**src/hdl/cle_pkg.sv**
```systemverilog
// ----------------------------------------------------------------------------
// Cursor line editor package
// Shared constants, key codes and the command that drives the row of cells.
// ----------------------------------------------------------------------------
package cle_pkg;

   localparam int CAPACITY_DEF = 64;
   localparam int CAPACITY_MAX = 64;
   localparam int CNT_W        = $clog2(CAPACITY_MAX + 1);

   localparam logic [7:0] KEY_LEFT  = 8'h3C;
   localparam logic [7:0] KEY_RIGHT = 8'h3E;
   localparam logic [7:0] KEY_BACK  = 8'h2D;

   typedef enum logic [1:0] {
      CELL_HOLD,
      CELL_INSERT,
      CELL_DELETE,
      CELL_SHIFT
   } cell_op_type;

   typedef struct packed {
      cell_op_type      op;
      logic [CNT_W-1:0] pos;
      logic [7:0]       key;
   } cell_cmd_type;

   typedef enum logic {
      ST_IDLE,
      ST_FLUSH
   } state_type;

endpackage

```
**src/hdl/cle_cell.sv**
```systemverilog
// ----------------------------------------------------------------------------
// Cursor line editor cell
// Holds one character of the line and takes a neighbour's character when the
// text opens up for an insert or closes up after a delete or a flush transfer.
// ----------------------------------------------------------------------------
module cle_cell #(
   parameter int INDEX = 0
) (
   input  logic                  clock,
   input  cle_pkg::cell_cmd_type cmd,
   input  logic [7:0]            left_data,
   input  logic [7:0]            right_data,
   output logic [7:0]            data
);
   import cle_pkg::*;

   localparam logic [CNT_W-1:0] MY_POS = CNT_W'(INDEX);

   logic [7:0] data_ff;
   logic [7:0] data_in;

   always_comb begin
      data_in = data_ff;
      case (cmd.op)
         CELL_INSERT: begin
            if (MY_POS == cmd.pos) begin
               data_in = cmd.key;
            end else if (MY_POS > cmd.pos) begin
               data_in = left_data;
            end
         end
         CELL_DELETE: begin
            if (MY_POS >= cmd.pos) begin
               data_in = right_data;
            end
         end
         CELL_SHIFT: begin
            data_in = right_data;
         end
         default: begin
            data_in = data_ff;
         end
      endcase
   end

   always_ff @(posedge clock) begin
      data_ff <= data_in;
   end

   assign data = data_ff;

endmodule

```
**src/hdl/cle_ctrl.sv**
```systemverilog
// ----------------------------------------------------------------------------
// Cursor line editor control
// Keeps the line length, cursor and overflow flag, decodes key strokes into
// cell commands and sequences the flush of the line.
// ----------------------------------------------------------------------------
module cle_ctrl #(
   parameter int CAPACITY = cle_pkg::CAPACITY_DEF
) (
   input  logic                  clock,
   input  logic                  reset,
   input  logic                  req_tvalid,
   output logic                  req_tready,
   input  logic                  req_action,
   input  logic [7:0]            req_key,
   output logic                  rsp_tvalid,
   input  logic                  rsp_tready,
   output logic                  rsp_last,
   output logic                  rsp_empty,
   output logic                  rsp_overflow,
   output cle_pkg::cell_cmd_type cmd
);
   import cle_pkg::*;

   localparam logic [CNT_W-1:0] CAP = CNT_W'(CAPACITY);
   localparam logic [CNT_W-1:0] ONE = CNT_W'(1);

   state_type        state_ff, state_in;
   logic [CNT_W-1:0] len_ff, len_in;
   logic [CNT_W-1:0] cur_ff, cur_in;
   logic [CNT_W-1:0] remain_ff, remain_in;
   logic             ovf_ff, ovf_in;
   logic             empty_ff, empty_in;
   logic             req_fire;
   logic             rsp_fire;

   assign req_fire = req_tvalid & req_tready;
   assign rsp_fire = rsp_tvalid & rsp_tready;

   always_comb begin
      state_in = state_ff;
      unique case (state_ff)
         ST_IDLE: begin
            if (req_fire && req_action) begin
               state_in = ST_FLUSH;
            end
         end
         ST_FLUSH: begin
            if (rsp_fire && remain_ff == ONE) begin
               state_in = ST_IDLE;
            end
         end
         default: begin
            state_in = ST_IDLE;
         end
      endcase
   end

   always_comb begin
      req_tready   = 1'b0;
      rsp_tvalid   = 1'b0;
      unique case (state_ff)
         ST_IDLE:  req_tready = 1'b1;
         ST_FLUSH: rsp_tvalid = 1'b1;
         default:  req_tready = 1'b0;
      endcase
   end

   assign rsp_last     = (remain_ff == ONE);
   assign rsp_empty    = empty_ff;
   assign rsp_overflow = ovf_ff;

   always_comb begin
      len_in    = len_ff;
      cur_in    = cur_ff;
      remain_in = remain_ff;
      ovf_in    = ovf_ff;
      empty_in  = empty_ff;
      cmd.op    = CELL_HOLD;
      cmd.pos   = cur_ff;
      cmd.key   = req_key;
      if (req_fire && !req_action) begin
         unique case (req_key)
            KEY_LEFT: begin
               if (cur_ff != '0) begin
                  cur_in = cur_ff - ONE;
               end
            end
            KEY_RIGHT: begin
               if (cur_ff != len_ff) begin
                  cur_in = cur_ff + ONE;
               end
            end
            KEY_BACK: begin
               if (cur_ff != '0) begin
                  cmd.op  = CELL_DELETE;
                  cmd.pos = cur_ff - ONE;
                  cur_in  = cur_ff - ONE;
                  len_in  = len_ff - ONE;
               end
            end
            default: begin
               if (len_ff >= CAP) begin
                  ovf_in = 1'b1;
               end else begin
                  cmd.op = CELL_INSERT;
                  cur_in = cur_ff + ONE;
                  len_in = len_ff + ONE;
               end
            end
         endcase
      end
      if (req_fire && req_action) begin
         empty_in  = (len_ff == '0);
         remain_in = (len_ff == '0) ? ONE : len_ff;
      end
      if (rsp_fire) begin
         cmd.op    = CELL_SHIFT;
         remain_in = remain_ff - ONE;
         if (remain_ff == ONE) begin
            len_in   = '0;
            cur_in   = '0;
            ovf_in   = 1'b0;
            empty_in = 1'b0;
         end
      end
   end

   always_ff @(posedge clock) begin
      if (reset) begin
         state_ff  <= ST_IDLE;
         len_ff    <= '0;
         cur_ff    <= '0;
         remain_ff <= '0;
         ovf_ff    <= 1'b0;
         empty_ff  <= 1'b0;
      end else begin
         state_ff  <= state_in;
         len_ff    <= len_in;
         cur_ff    <= cur_in;
         remain_ff <= remain_in;
         ovf_ff    <= ovf_in;
         empty_ff  <= empty_in;
      end
   end

`ifndef ASSERT_OFF
   a_cursor_in_line: assert property (@(posedge clock) disable iff (reset)
      cur_ff <= len_ff)
      else $error("cursor beyond end of line");

   a_len_in_capacity: assert property (@(posedge clock) disable iff (reset)
      len_ff <= CAP)
      else $error("line length beyond capacity");

   a_flush_count: assert property (@(posedge clock) disable iff (reset)
      (state_ff == ST_FLUSH) |-> (remain_ff != '0))
      else $error("flush running with nothing left to send");

   a_flush_clears: assert property (@(posedge clock) disable iff (reset)
      (rsp_fire && remain_ff == ONE) |=> (len_ff == '0 && !ovf_ff && state_ff == ST_IDLE))
      else $error("line not cleared after final transfer");
`endif

endmodule

```
**src/hdl/cursor_line_editor_core.sv**
```systemverilog
// ----------------------------------------------------------------------------
// Cursor line editor core
// One-line text editor with a cursor, kept as a row of character cells.
// ----------------------------------------------------------------------------
//  Channel  Direction  tdata            tuser                    tlast
//  req_     in         key_code[7:0]    action                   -
//  rsp_     out        text_byte[7:0]   line_empty, overflowed   last_byte
//
//  A key stroke opens or closes the text in the cells on the edge that
//  takes it. An end-of-line transfer starts a flush of one result per
//  cycle while rsp_tready is high, len results in all (one for an empty
//  line), during which req_tready is low. The flush shifts the row of cells
//  towards cell 0. Reset is synchronous and clears the counts and the flag.
// ----------------------------------------------------------------------------
module cursor_line_editor_core #(
   parameter int CAPACITY = cle_pkg::CAPACITY_DEF
) (
   input  logic       clock,
   input  logic       reset,
   input  logic       req_tvalid,
   output logic       req_tready,
   input  logic [7:0] req_tdata,   // [7:0] key_code
   input  logic       req_tuser,   // [0] action
   output logic       rsp_tvalid,
   input  logic       rsp_tready,
   output logic [7:0] rsp_tdata,   // [7:0] text_byte
   output logic [1:0] rsp_tuser,   // [0] line_empty, [1] overflowed
   output logic       rsp_tlast
);
   import cle_pkg::*;

   cell_cmd_type cmd;
   logic [7:0]   cell_data [CAPACITY];
   logic         rsp_empty;
   logic         rsp_overflow;

   cle_ctrl #(
      .CAPACITY(CAPACITY)
   ) u_ctrl (
      .clock        (clock),
      .reset        (reset),
      .req_tvalid   (req_tvalid),
      .req_tready   (req_tready),
      .req_action   (req_tuser),
      .req_key      (req_tdata),
      .rsp_tvalid   (rsp_tvalid),
      .rsp_tready   (rsp_tready),
      .rsp_last     (rsp_tlast),
      .rsp_empty    (rsp_empty),
      .rsp_overflow (rsp_overflow),
      .cmd          (cmd)
   );

   for (genvar i = 0; i < CAPACITY; i++) begin : g_cell
      logic [7:0] left_data;
      logic [7:0] right_data;

      if (i == 0) begin : g_first
         assign left_data = 8'h00;
      end else begin : g_mid_left
         assign left_data = cell_data[i-1];
      end

      if (i == CAPACITY - 1) begin : g_last
         assign right_data = 8'h00;
      end else begin : g_mid_right
         assign right_data = cell_data[i+1];
      end

      cle_cell #(
         .INDEX(i)
      ) u_cell (
         .clock      (clock),
         .cmd        (cmd),
         .left_data  (left_data),
         .right_data (right_data),
         .data       (cell_data[i])
      );
   end

   assign rsp_tdata = rsp_empty ? 8'h00 : cell_data[0];
   assign rsp_tuser = {rsp_overflow, rsp_empty};

endmodule
```
**config.mk**
```make
export PLATFORM = sky130hd
export DESIGN_NAME = cursor_line_editor_core
export DESIGN_NICKNAME = d
export VERILOG_FILES = /design/src/hdl/cle_pkg.sv /design/src/hdl/cle_cell.sv /design/src/hdl/cle_ctrl.sv /design/src/hdl/cursor_line_editor_core.sv
export SDC_FILE = /design/constraint.sdc
export NUM_CORES = 2
export LEC_CHECK = 0
export ABC_AREA = 1
export CELL_PAD_IN_SITES_DETAIL_PLACEMENT = 0
export CELL_PAD_IN_SITES_GLOBAL_PLACEMENT = 2
export CORE_MARGIN = 2
export CORE_UTILIZATION = 39
export CTS_CLUSTER_DIAMETER = 60
export DETAILED_ROUTE_END_ITERATION = 16
export DONT_BUFFER_PORTS = 1
export PLACE_DENSITY = 0.81
export SYNTH_ARGS = -nofsm -noshare
export SYNTH_HDL_FRONTEND = slang
export SYNTH_SLANG_ARGS = --single-unit
```
**constraint.sdc**
```tcl
create_clock -name clock -period 4.3 [get_ports clock]
set_input_delay 0.86 -clock clock [delete_from_list [all_inputs] [get_ports clock]]
set_output_delay 0.86 -clock clock [all_outputs]
set_load 0.01 [all_outputs]
```
==> impl_metrics.env <==
export IMPL_cp_start_kind="register"
export IMPL_finish_net_count=4217
export IMPL_synth_async_sr_flop_share_pct=0
export IMPL_post_cts_buffers=0
export IMPL_yosys_register_bits=536
export IMPL_grt_pass1_vias=28792
export IMPL_final_layout_size_suffix_gt1_share_pct=7.95
export IMPL_post_synth_instance_area_mm2=0.0330
export IMPL_synth_avg_cell_area_um2=7.66
export IMPL_crit_top_cell="sky130_fd_sc_hd__nand2_1"
export IMPL_finalWirelength_um=117000
export IMPL_fillers=8689
export IMPL_maximum_clock_skew_at_final_layout_ns=0.0285
export IMPL_die_area_mm2=0.0870
export IMPL_timing_critical_path_to_type="register"
export IMPL_num_rows=106
export IMPL_synth_lib_cells_used_distinct=47
export IMPL_power_leakage_uw=0.0156
export IMPL_timing_setup_tns_ns=0
export IMPL_start_util_pct=39.4
export IMPL_timing_critical_path_buf_inv=4
export IMPL_clk_transition_reported_paths_ns=0.06
export IMPL_grt_first_pass_wirelength_um=179000
export IMPL_dp_cells=5260
export IMPL_first_pass_iters=6
export IMPL_syn_inst=4308
export IMPL_number_of_enable_flip_flop_cells_after_synthesis=512
export IMPL_antenna_found_initial=1
export IMPL_timing_final_max_slew_violations=0
export IMPL_viasPerCell=5.43
export IMPL_route_detailed_drc=0
export IMPL_max_freq_mhz=259
export IMPL_chipWidth_um=295
export IMPL_grt_max_degree=227
export IMPL_antenna_violating_nets_post_route=0
export IMPL_mappedNetlistNets=4328
export IMPL_drt_first_iter_violations=2604
export IMPL_worst_path_dominant_cell_family="simple AND/OR/NAND/NOR gates"
export IMPL_dominant_cell_by_count_in_the_synthesized_netlist="sky130_fd_sc_hd__nand2_1"
export IMPL_worst_path_max_delay_cell="sky130_fd_sc_hd__dfxtp_1"
export IMPL_crit_type="register to register"
export IMPL_finalNonFillerCells=5385
export IMPL_outcome="complete, no violations"
export IMPL_cp_data_arrival_time_ns=4.18
export IMPL_numPortBuffers=0
export IMPL_post_dp_hpwl_um=77200
export IMPL_die_h_um=295
export IMPL_hold_path_class="input pin to register"
export IMPL_timing_max_cap_violations=0
export IMPL_final_hold_worst_slack_ns=0.319
export IMPL_synth_top_cells_by_count="sky130_fd_sc_hd__nand2_1 (1,526), sky130_fd_sc_hd__nand3_1 (1,035), sky130_fd_sc_hd__edfxtp_1 (512), sky130_fd_sc_hd__inv_1 (344), sky130_fd_sc_hd__o21bai_1 (192)"
export IMPL_cts_root_buffer_cell="sky130_fd_sc_hd__clkbuf_16"
export IMPL_wire_per_inst_um=21.7
export IMPL_multiInputGateArea_mm2=0.0144
export IMPL_number_of_warnings_issued_by_yosys=0
export IMPL_required_time_at_the_worst_slack_endpoint_ns=4.62
export IMPL_synth_area_leader_cell="sky130_fd_sc_hd__edfxtp_1"
export IMPL_antenna_cells_inserted=0
export IMPL_final_seq_area_mm2=0.0159
export IMPL_tritoncts="yes"
export IMPL_cts_max_level=3
export IMPL_synthFlopType="sky130_fd_sc_hd__edfxtp_1"
export IMPL_routabilityCongestion=0.857
export IMPL_worst_ir_drop_vdd_uv=244
export IMPL_power_density_cell_area_mw_per_mm2=401
export IMPL_path_cells="inv_1, ha_1, nand2_2, inv_2, nand2_1, nand3_1, nand2_2, nand2_1, buf_4, nor2_4, nand2_1, a21oi_1, buf_4"
export IMPL_cts_path_max_buffers=3
export IMPL_boundaryPins=26
export IMPL_finalWorstSetupSlack_ns=0.438
export IMPL_fin_crit_ns=3.86
export IMPL_global_route_usage_total_pct=26.8
export IMPL_worst_skew_pair_late_latency_ns=0.62
export IMPL_via_count=29216
export IMPL_post_synthesis_to_final_layout_area_growth_pct=10.1
export IMPL_cts_buffers_inserted=69
export IMPL_finalHoldViolCount=0
export IMPL_global_route_congestion_overflow_total=0
export IMPL_worst_pin_slew_ns=1.22
export IMPL_ys_seq_area_share_pct=48.0
export IMPL_max_slew_margin_rel_pct=18.7
export IMPL_top_area_cells_in_the_synthesized_netlist="sky130_fd_sc_hd__edfxtp_1 (47%), sky130_fd_sc_hd__nand2_1 (17%), sky130_fd_sc_hd__nand3_1 (16%), sky130_fd_sc_hd__o21bai_1 (4.4%), sky130_fd_sc_hd__inv_1 (3.9%)"
export IMPL_cpPeakStageDelay_ns=0.52
export IMPL_setup_repair_after_global_routing_missed_its_margin="false"
export IMPL_synth_top_area_share_pct=46.6
export IMPL_finalSetupViolations=0
export IMPL_clkSinkCount=536
export IMPL_cts_repair_resized=0
export IMPL_pre_cts_ws_ns=0.266
export IMPL_cts_hold_repair_buffers=0
export IMPL_worstPathMaxFanout=15
export IMPL_core_area_mm2=0.0837
export IMPL_timing_final_crit_share_pct=89.8
sequential cells by signal (all words and copies together) (netlist names):
register,cells
u_ctrl.state_ff,1
u_ctrl.rsp_empty,1
u_ctrl.len_ff,7
u_ctrl.remain_ff,7
u_ctrl.rsp_overflow,1
u_ctrl.cur_ff,7
g_cell.u_cell.data,512
worst reg2reg max path, cell delays in order, from the launching register on:
cell	delay, ns
sky130_fd_sc_hd__dfxtp_1	0.52
sky130_fd_sc_hd__inv_1	0.22
sky130_fd_sc_hd__ha_1	0.26
sky130_fd_sc_hd__nand2_2	0.12
sky130_fd_sc_hd__inv_2	0.04
sky130_fd_sc_hd__nand2_1	0.34
sky130_fd_sc_hd__nand3_1	0.16
sky130_fd_sc_hd__nand2_2	0.23
sky130_fd_sc_hd__nand2_1	0.25
sky130_fd_sc_hd__buf_4	0.22
sky130_fd_sc_hd__nor2_4	0.44
sky130_fd_sc_hd__nand2_1	0.36
sky130_fd_sc_hd__a21oi_1	0.22
sky130_fd_sc_hd__buf_4	0.19
per-stage QoR:
step	utilization, %	cell area (um2)	total power (uW)
after detailed placement	40.9	34300	9240
after global placement	40.9	34300	9230
after floorplan	-	33000	8370
final	43.4	36300	14600
after CTS	43.4	36300	14700
after global routing	43.4	36300	15200
where the power goes:
group / internal [uW] / leakage (uW) / switching (uW)
sequential: 6460 / 0.00502 / 306
combinational: 700 / 0.00961 / 1680
clock: 3080 / 0.00101 / 2340
total: 10200 / 0.0156 / 4330
metal layers:
layer | GRT usage [%] | up-vias | wire (um)
met1 | 37.6 | 14030 | 52600
li1 | - | 14083 | -
met3 | 2.92 | 175 | 6590
met4 | 7.72 | 0 | 3150
met5 | 0 | - | 0
met2 | 43.8 | 928 | 54500
worst paths after layout:
| kind | startpoint | endpoint | slack, ns | cells past startpoint |
|---|---|---|---|---|
| max | u_ctrl.cur_ff[0] | g_cell[56].u_cell.data[1] | 0.44 | 13 |
| min | reset | u_ctrl.remain_ff[5] | 0.32 | 1 |
| max reg2reg | u_ctrl.cur_ff[0] | g_cell[56].u_cell.data[1] | 0.44 | 13 |
| min reg2reg | u_ctrl.remain_ff[5] | u_ctrl.remain_ff[5] | 0.47 | 2 |
area by class of cell:
class	instances	share of cell area, %
clock buffer	84	5.02
clock inverter	41	0.675
inverter	366	3.84
multi-input combinational	3088	39.7
sequential	536	43.6
tap	1134	3.90
timing repair buffer	136	3.19
placed cells by master, fill, tap and decap left out, types with 4 or more instances in the layout:
cell type,netlist,routed
sky130_fd_sc_hd__a21oi_1,42,42
sky130_fd_sc_hd__buf_12,0,11
sky130_fd_sc_hd__buf_4,14,125
sky130_fd_sc_hd__clkbuf_1,185,12
sky130_fd_sc_hd__clkbuf_16,0,70
sky130_fd_sc_hd__clkinv_1,2,22
sky130_fd_sc_hd__clkinv_2,1,16
sky130_fd_sc_hd__dfxtp_1,24,24
sky130_fd_sc_hd__edfxtp_1,512,512
sky130_fd_sc_hd__ha_1,7,7
sky130_fd_sc_hd__inv_1,344,342
sky130_fd_sc_hd__inv_2,19,14
sky130_fd_sc_hd__inv_6,0,5
sky130_fd_sc_hd__nand2_1,1526,1525
sky130_fd_sc_hd__nand2_2,29,29
sky130_fd_sc_hd__nand2_4,3,4
sky130_fd_sc_hd__nand3_1,1035,1032
sky130_fd_sc_hd__nand3_2,1,4
sky130_fd_sc_hd__nand3b_1,5,5
sky130_fd_sc_hd__nand4_1,8,8
sky130_fd_sc_hd__nor2_1,86,81
sky130_fd_sc_hd__nor2_2,22,24
sky130_fd_sc_hd__nor2_4,16,19
sky130_fd_sc_hd__nor3_1,9,9
sky130_fd_sc_hd__o21a_1,4,4
sky130_fd_sc_hd__o21ai_0,49,49
sky130_fd_sc_hd__o21ai_1,7,7
sky130_fd_sc_hd__o21bai_1,192,192
sky130_fd_sc_hd__o31ai_1,5,5
sky130_fd_sc_hd__xor2_1,13,13
logic make-up (layout without fill, tap and decap cells):
group | Yosys count | count (layout) | share of synthesized area [%]
simple gates | 2746 | 2746 | 36.3
buf+inv | 684 | 627 | 8.38
flops | 536 | 536 | 48.0
compound gates | 319 | 319 | 6.55
xor+xnor | 16 | 16 | 0.425
fa+ha+maj | 7 | 7 | 0.265
No activity file was read; power rests on OpenSTA's default activity.
